===== src/hdl/circular_deque_assert.svh =====
// Assertion macros shared by the circular deque RTL.
`ifndef CIRCULAR_DEQUE_ASSERT_SVH
`define CIRCULAR_DEQUE_ASSERT_SVH

// Condition that must hold at every clock edge out of reset.
`define CDQ_ASSERT_ALWAYS(lbl, cond, msg) \
	lbl: assert property (@(posedge clk) disable iff (!arst_n) (cond)) else $error(msg);

// Consequence that must hold in the same cycle as the antecedent.
`define CDQ_ASSERT_SAME(lbl, ante, cons, msg) \
	lbl: assert property (@(posedge clk) disable iff (!arst_n) (ante) |-> (cons)) \
		else $error(msg);

// Consequence that must hold in the cycle after the antecedent.
`define CDQ_ASSERT_NEXT(lbl, ante, cons, msg) \
	lbl: assert property (@(posedge clk) disable iff (!arst_n) (ante) |=> (cons)) \
		else $error(msg);

`endif


===== src/hdl/cdq_pkg.sv =====
// Types, codes and sizes shared by the circular deque modules.
package cdq_pkg;

	localparam int DEPTH_DEF = 16;
	localparam int RES_MAX   = 16;
	localparam int VALUE_W   = 32;
	localparam int KIND_W    = 3;
	localparam int STAT_W    = 2;
	localparam int CAP_W     = 5;
	localparam int CELL_IW   = $clog2(RES_MAX);
	localparam int CNT_W     = $clog2(RES_MAX + 1);

	localparam logic [KIND_W-1:0] KIND_PUSH_FRONT = 3'd0;
	localparam logic [KIND_W-1:0] KIND_POP_FRONT  = 3'd1;
	localparam logic [KIND_W-1:0] KIND_PUSH_REAR  = 3'd2;
	localparam logic [KIND_W-1:0] KIND_POP_REAR   = 3'd3;
	localparam logic [KIND_W-1:0] KIND_DUMP       = 3'd4;

	localparam logic [STAT_W-1:0] STAT_OK        = 2'd0;
	localparam logic [STAT_W-1:0] STAT_OVERFLOW  = 2'd1;
	localparam logic [STAT_W-1:0] STAT_UNDERFLOW = 2'd2;
	localparam logic [STAT_W-1:0] STAT_EMPTY     = 2'd3;

	typedef enum logic [1:0] {
		ST_IDLE,
		ST_DUMP
	} state_t;

	typedef enum logic [2:0] {
		CO_HOLD,
		CO_SHR,
		CO_SHL,
		CO_ROT,
		CO_PUT
	} cell_op_t;

	typedef struct packed {
		cell_op_t            op;
		logic [CELL_IW-1:0]  idx;
	} cell_ctrl_t;

endpackage


===== src/hdl/cdq_cell.sv =====
// One storage cell of the deque row, loading from its neighbors, the head cell or the input value.
module cdq_cell
	import cdq_pkg::*;
#(
	parameter int IDX = 0
) (
	input  logic                      clk,
	input  cell_ctrl_t                ctrl,
	input  logic signed [VALUE_W-1:0] left_data,
	input  logic signed [VALUE_W-1:0] right_data,
	input  logic signed [VALUE_W-1:0] head_data,
	input  logic signed [VALUE_W-1:0] new_data,
	output logic signed [VALUE_W-1:0] data
);

	logic signed [VALUE_W-1:0] data_q;
	logic                      here;

	assign here = (ctrl.idx == CELL_IW'(IDX));
	assign data = data_q;

	always_ff @(posedge clk) begin
		unique case (ctrl.op)
			CO_SHR: data_q <= left_data;
			CO_SHL: data_q <= right_data;
			CO_ROT: data_q <= here ? head_data : right_data;
			CO_PUT: if (here) begin
				data_q <= new_data;
			end
			default: data_q <= data_q;
		endcase
	end

endmodule


===== src/hdl/circular_deque.sv =====
// Top level of the circular deque: controller, output register and row of cells.
//
//  channel | direction | tdata        | tuser       | other
//  s_      | in        | value (32)   | kind (3)    | -
//  m_      | out       | data (32)    | status (2)  | tlast = last
//  cfg_    | in        | capacity (5) | -           | -
//
// A push or pop has its result in the output register next cycle; an unknown kind gives none.
// A dump of n entries sends n results, the last with tlast, rotating the cell row one place per result.
// The input is not ready while a dump runs or while a result waits for m_tready.
// Reset empties the deque and sets the capacity to the row length.
// A capacity write also empties the deque.
module circular_deque
	import cdq_pkg::*;
#(
	parameter int DEPTH = DEPTH_DEF
) (
	input  logic                      clk,
	input  logic                      arst_n,
	input  logic                      s_tvalid,
	output logic                      s_tready,
	input  logic signed [VALUE_W-1:0] s_tdata,  // value
	input  logic [KIND_W-1:0]         s_tuser,  // kind
	output logic                      m_tvalid,
	input  logic                      m_tready,
	output logic signed [VALUE_W-1:0] m_tdata,  // data
	output logic [STAT_W-1:0]         m_tuser,  // status
	output logic                      m_tlast,
	input  logic                      cfg_valid,
	output logic                      cfg_ready,
	input  logic [CAP_W-1:0]          cfg_data
);

	localparam int NCELL = (DEPTH < RES_MAX) ? DEPTH : RES_MAX;

	state_t                    state_q, state_d;
	logic [CNT_W-1:0]          count_q, count_d;
	logic [CNT_W-1:0]          cap_q;
	logic [CNT_W-1:0]          rem_q, rem_d;
	logic [CNT_W-1:0]          cap_eff;
	logic                      m_tvalid_q;
	logic signed [VALUE_W-1:0] m_data_q, out_data;
	logic [STAT_W-1:0]         m_stat_q, out_stat;
	logic                      m_last_q, out_last;
	logic                      out_load, out_free, in_go, cfg_go, full;
	logic [CELL_IW-1:0]        last_idx;
	cell_ctrl_t                ctrl;
	logic signed [VALUE_W-1:0] cell_data [NCELL];

	for (genvar i = 0; i < NCELL; i++) begin : g_cell
		cdq_cell #(.IDX(i)) u_cell (
			.clk        (clk),
			.ctrl       (ctrl),
			.left_data  ((i == 0) ? s_tdata : cell_data[(i == 0) ? 0 : i - 1]),
			.right_data (cell_data[(i == NCELL - 1) ? i : i + 1]),
			.head_data  (cell_data[0]),
			.new_data   (s_tdata),
			.data       (cell_data[i])
		);
	end

	assign out_free  = !m_tvalid_q || m_tready;
	assign s_tready  = (state_q == ST_IDLE) && out_free;
	assign cfg_ready = (state_q == ST_IDLE);
	assign in_go     = s_tvalid && s_tready;
	assign cfg_go    = cfg_valid && cfg_ready;
	assign full      = (count_q == cap_q);
	assign last_idx  = CELL_IW'(count_q - CNT_W'(1));

	assign m_tvalid = m_tvalid_q;
	assign m_tdata  = m_data_q;
	assign m_tuser  = m_stat_q;
	assign m_tlast  = m_last_q;

	always_comb begin
		if (cfg_data == '0) begin
			cap_eff = CNT_W'(1);
		end else if (cfg_data > CAP_W'(NCELL)) begin
			cap_eff = CNT_W'(NCELL);
		end else begin
			cap_eff = CNT_W'(cfg_data);
		end
	end

	always_comb begin
		state_d  = state_q;
		count_d  = count_q;
		rem_d    = rem_q;
		ctrl.op  = CO_HOLD;
		ctrl.idx = last_idx;
		out_load = 1'b0;
		out_stat = STAT_OK;
		out_data = '0;
		out_last = 1'b1;
		unique case (state_q)
			ST_IDLE: if (in_go) begin
				unique case (s_tuser) inside
					KIND_PUSH_FRONT, KIND_PUSH_REAR: begin
						out_load = 1'b1;
						if (full) begin
							out_stat = STAT_OVERFLOW;
						end else begin
							count_d = count_q + CNT_W'(1);
							if (s_tuser == KIND_PUSH_FRONT) begin
								ctrl.op = CO_SHR;
							end else begin
								ctrl.op  = CO_PUT;
								ctrl.idx = CELL_IW'(count_q);
							end
						end
					end
					KIND_POP_FRONT, KIND_POP_REAR: begin
						out_load = 1'b1;
						if (count_q == '0) begin
							out_stat = STAT_UNDERFLOW;
						end else begin
							count_d = count_q - CNT_W'(1);
							if (s_tuser == KIND_POP_FRONT) begin
								out_data = cell_data[0];
								ctrl.op  = CO_SHL;
							end else begin
								out_data = cell_data[last_idx];
							end
						end
					end
					KIND_DUMP: begin
						if (count_q == '0) begin
							out_load = 1'b1;
							out_stat = STAT_EMPTY;
						end else begin
							state_d = ST_DUMP;
							rem_d   = count_q;
						end
					end
					default: ;
				endcase
			end
			ST_DUMP: if (out_free) begin
				out_load = 1'b1;
				out_data = cell_data[0];
				out_last = (rem_q == CNT_W'(1));
				ctrl.op  = CO_ROT;
				rem_d    = rem_q - CNT_W'(1);
				if (rem_q == CNT_W'(1)) begin
					state_d = ST_IDLE;
				end
			end
			default: state_d = ST_IDLE;
		endcase
	end

	always_ff @(posedge clk or negedge arst_n) begin
		if (!arst_n) begin
			state_q    <= ST_IDLE;
			count_q    <= '0;
			cap_q      <= CNT_W'(NCELL);
			rem_q      <= '0;
			m_tvalid_q <= 1'b0;
		end else begin
			state_q <= state_d;
			rem_q   <= rem_d;
			if (cfg_go) begin
				cap_q   <= cap_eff;
				count_q <= '0;
			end else begin
				count_q <= count_d;
			end
			if (out_load) begin
				m_tvalid_q <= 1'b1;
			end else if (m_tready) begin
				m_tvalid_q <= 1'b0;
			end
		end
	end

	always_ff @(posedge clk) begin
		if (out_load) begin
			m_data_q <= out_data;
			m_stat_q <= out_stat;
			m_last_q <= out_last;
		end
	end

	`include "circular_deque_assert.svh"

	`CDQ_ASSERT_ALWAYS(a_count_in_cap, count_q <= cap_q, "entry count exceeds capacity")
	`CDQ_ASSERT_SAME(a_no_input_in_dump, state_q == ST_DUMP, !s_tready, "input taken during dump")
	`CDQ_ASSERT_NEXT(a_overflow_when_full,
		in_go && full && (s_tuser == KIND_PUSH_FRONT || s_tuser == KIND_PUSH_REAR),
		m_tvalid && m_tuser == STAT_OVERFLOW && count_q == $past(count_q),
		"push on a full deque did not report overflow")
	`CDQ_ASSERT_NEXT(a_dump_ends_last,
		state_q == ST_DUMP && out_free && rem_q == CNT_W'(1),
		state_q == ST_IDLE && m_tvalid && m_tlast,
		"dump did not finish with a last transfer")

endmodule

===== config.mk =====
export PLATFORM = sky130hd
export DESIGN_NAME = circular_deque
export DESIGN_NICKNAME = d
export VERILOG_FILES = /design/src/hdl/cdq_pkg.sv /design/src/hdl/cdq_cell.sv /design/src/hdl/circular_deque.sv
export VERILOG_INCLUDE_DIRS = /design/src /design/src/hdl
export SDC_FILE = /design/constraint.sdc
export NUM_CORES = 1
export LEC_CHECK = 0
export ABC_CLOCK_PERIOD_IN_PS = 6050
export BUFFER_PORTS_ARGS = -buffer_cell sky130_fd_sc_hd__buf_2
export CELL_PAD_IN_SITES_DETAIL_PLACEMENT = 1
export CELL_PAD_IN_SITES_GLOBAL_PLACEMENT = 2
export CORE_MARGIN = 2
export CORE_UTILIZATION = 43
export CTS_CLUSTER_DIAMETER = 200
export DETAILED_ROUTE_END_ITERATION = 12
export GPL_ROUTABILITY_DRIVEN = 1
export PLACE_DENSITY = 0.91
export SLEW_MARGIN = 20
export SYNTH_ARGS = -nofsm -noshare
export SYNTH_HDL_FRONTEND = slang
export SYNTH_SLANG_ARGS = --single-unit

===== constraint.sdc =====
create_clock -name clk -period 6.05 [get_ports clk]
set_clock_uncertainty 0.2 [all_clocks]
set_input_delay 1.21 -clock clk [delete_from_list [all_inputs] [get_ports clk]]
set_output_delay 1.21 -clock clk [all_outputs]
set_load 0.02 [all_outputs]

==> flow_summary.yaml <==
status:
  status: "finished clean"
logic_synthesis:
  synth_ff_type: "edfxtp_1"
  muxShareOfSynthArea: 0.0837
  synthAdderAreaFrac: 0.00178
  yosysSeqAreaShare: 0.480
  syn_avg_cell_area_um2: 10.6
  synth_top_family_by_area: "compound AO/OA/AOI/OAI gates"
  synth_compound_area_frac: 0.267
  syn_inst: 3317
  synth_edf_count: 547
  syn_nets: 3367
  yosys.area_share.simple: 0.113
  ys_async_sr_fraction: 0.0301
  synth_warnings: 0
  synth_xor_area_frac: 0.00413
  synth-seq-cells: 564
  synth_area_mm2: 0.0351
  netlist-cell-type-count: 71
clocking:
  clock_path_buffers: 3
  cts-buffers-inserted: 68
  cts_resized: 0
  insertion_delay_ps: 660
  cts_setup_buffers: 0
  htreeDepth: 3
  hold_buffers: 0
  clk_pin_slew_ps: 60
  cts_tree: "built"
  root_buffer: "clkbuf_16"
  clock_sinks: 564
setup_path:
  critPathKind: "flip-flop to flip-flop"
  required_ps: 6320
  crit_arrival_ps: 5340
  critPathLaunchType: "flip-flop"
  cp-end-kind: "flip-flop"
  worstPathMaxFanout: 41
power_and_ir_drop:
  p_total_mw: 26.7
  leakage_nw: 13.6
  powerDensity_mw_per_mm2: 688
  ir_worst_vdd_mv: 0.612
finish:
  most-common-layout-cells: "edfxtp_1 (547), nand2_1 (493), a21oi_1 (285)"
  final_layout_size_suffix_gt1_frac: 0.158
  stdcell_count: 4275
  multi_input_area_mm2: 0.0170
  seq_area_mm2: 0.0169
  nNetsFinal: 3210
  fillers: 8559
  area_growth_pct: 10.3
  final_common_cell: "edfxtp_1"
floorplanning:
  die_x_um: 290
  initial_core_util: 0.436
  die_h_um: 290
  fp.dieArea_mm2: 0.0840
  io_pins: 83
  core_area_mm2: 0.0807
  num_rows: 104
sta:
  max_freq_mhz: 197
  finalHoldViolations: 0
  setup_violations: 0
  worst_pin_slew_ps: 1240
  fin_crit_sh: 0.839
  finalSetupTns_ps: 0
  setup_slack_ps: 977
  fin_crit_ps: 5070
  rsz0062_at_grt: "no"
  hold_ws_ps: 267
  slew_headroom: 0.168
  slew_violations: 0
drt:
  ant_nets: 0
  viasPerCell: 7.60
  wl_per_cell_um: 35.0
  dr_total_vias: 32489
  first_iter_violations: 4811
  dr.pass1.iters: 9
  drc: 0
  drt_wl_total_um: 149000
grt:
  busiest_layer: "met2"
  met3_usage: 0.0935
  grt_antenna_before_repair: 5
  grt_usage: 0.347
  grt_first_pass_wirelength_um: 221000
  gr-usage-met1: 0.449
  grt_pass1_vias: 33198
  grt_max_degree: 151
  grtUsageMet2: 0.529
  gr-total-overflow: 0
placement:
  place_ws_ps: 1160
  hpwl_um: 83200
  gp_congestion: 0.869
  io_buffers: 82
  dpl.cell_count: 4150
min_path:
  hold_class: "flip-flop to flip-flop"
flow_run:
  drv_cap: 0
## critical path, stage by stage (launching register included)
cell and delay (ps):
dfrtp_4 1010, inv_1 340, ha_4 530, nand2_1 670
a21oi_1 190, o21ai_4 990, buf_4 560, a21oi_1 120
o21ai_0 240
## synthesized netlist by cell type, types with 4 or more instances
cell type | count | share of area
a211oi_2 | 23 | 0.0082
a21o_1 | 231 | 0.049
a21oi_1 | 296 | 0.042
a221o_1 | 20 | 0.0057
a221oi_1 | 76 | 0.019
a2bb2oi_1 | 21 | 0.0052
a31oi_1 | 107 | 0.019
a32o_1 | 17 | 0.0048
a32oi_1 | 199 | 0.050
and2_1 | 8 | 0.0014
buf_1 | 18 | 0.0019
buf_2 | 134 | 0.019
buf_4 | 9 | 0.0019
buf_6 | 5 | 0.0016
clkbuf_1 | 240 | 0.026
dfrtp_1 | 16 | 0.011
edfxtp_1 | 547 | 0.47
ha_1 | 5 | 0.0018
inv_1 | 6 | 0.00064
mux2i_1 | 6 | 0.0017
mux4_2 | 128 | 0.082
nand2_1 | 497 | 0.053
nand2b_1 | 6 | 0.0011
nand3_1 | 105 | 0.015
nand3b_1 | 38 | 0.0081
nor2_1 | 160 | 0.017
nor2b_1 | 6 | 0.0011
nor3_1 | 49 | 0.0070
nor3_4 | 9 | 0.0042
o21ai_0 | 80 | 0.011
o21ai_1 | 15 | 0.0021
o221ai_1 | 32 | 0.0080
o2bb2ai_1 | 76 | 0.019
o31ai_1 | 74 | 0.016
o31ai_2 | 4 | 0.0014
xnor2_1 | 8 | 0.0020
## cell families after synthesis
family,count (synthesis)
flip-flops,564
XOR/XNOR,14
AO/OA/AOI/OAI,1293
AND/OR/NAND/NOR,895
buffers and inverters,412
multiplexers,134
adder cells (fa/ha/maj),5
## metrics by stage
step,instance area (µm²),utilization
floorplan,35100,-
global placement,36600,0.454
detailed placement,36600,0.454
CTS,38800,0.480
global route,38800,0.480
finish,38800,0.481
## metal layers
metal  part of all wire  vias to the layer above
met2               0.44                     2756
met4              0.065                        6
li1                   -                    12854
met3               0.13                      661
met1               0.37                    16212
met5            0.00027                        -
## worst paths after layout
check	cells past startpoint	endpoint	slack [ps]	startpoint
min in group asynchronous	1	rem_q[0]	320	arst_n
worst min-delay path	2	cap_q[4]	270	cap_q[4]
worst max-delay path	8	g_cell[1].u_cell.data[4]	980	count_q[0]
worst min register to register	2	cap_q[4]	270	cap_q[4]
worst max register to register	8	g_cell[1].u_cell.data[4]	980	count_q[0]
max in group asynchronous	1	cap_q[4]	4990	arst_n
## layout make-up
class,count,area share
Antenna cell,3,0.000194
Clock buffer,82,0.0469
Clock inverter,40,0.00897
Inverter,6,0.000581
Multi-Input combinational cell,2341,0.438
Sequential cell,564,0.435
Tap cell,1060,0.0342
Timing Repair Buffer,179,0.0361
## registers in the layout (all words and copies together), names as in the netlist
register / count
m_tvalid: 1
m_tlast: 1
cap_q: 5
m_tuser: 2
rem_q: 5
g_cell.u_cell.data: 512
state_q: 1
count_q: 5
m_tdata: 32
## power by group
group,switching (mW),total [mW],internal [mW]
Clock,1.82,4.19,2.36
Sequential,1.85,9.03,7.19
Combinational,8.73,13.5,4.74
Total,12.4,26.7,14.3
No activity file was read; power rests on OpenSTA's default activity.
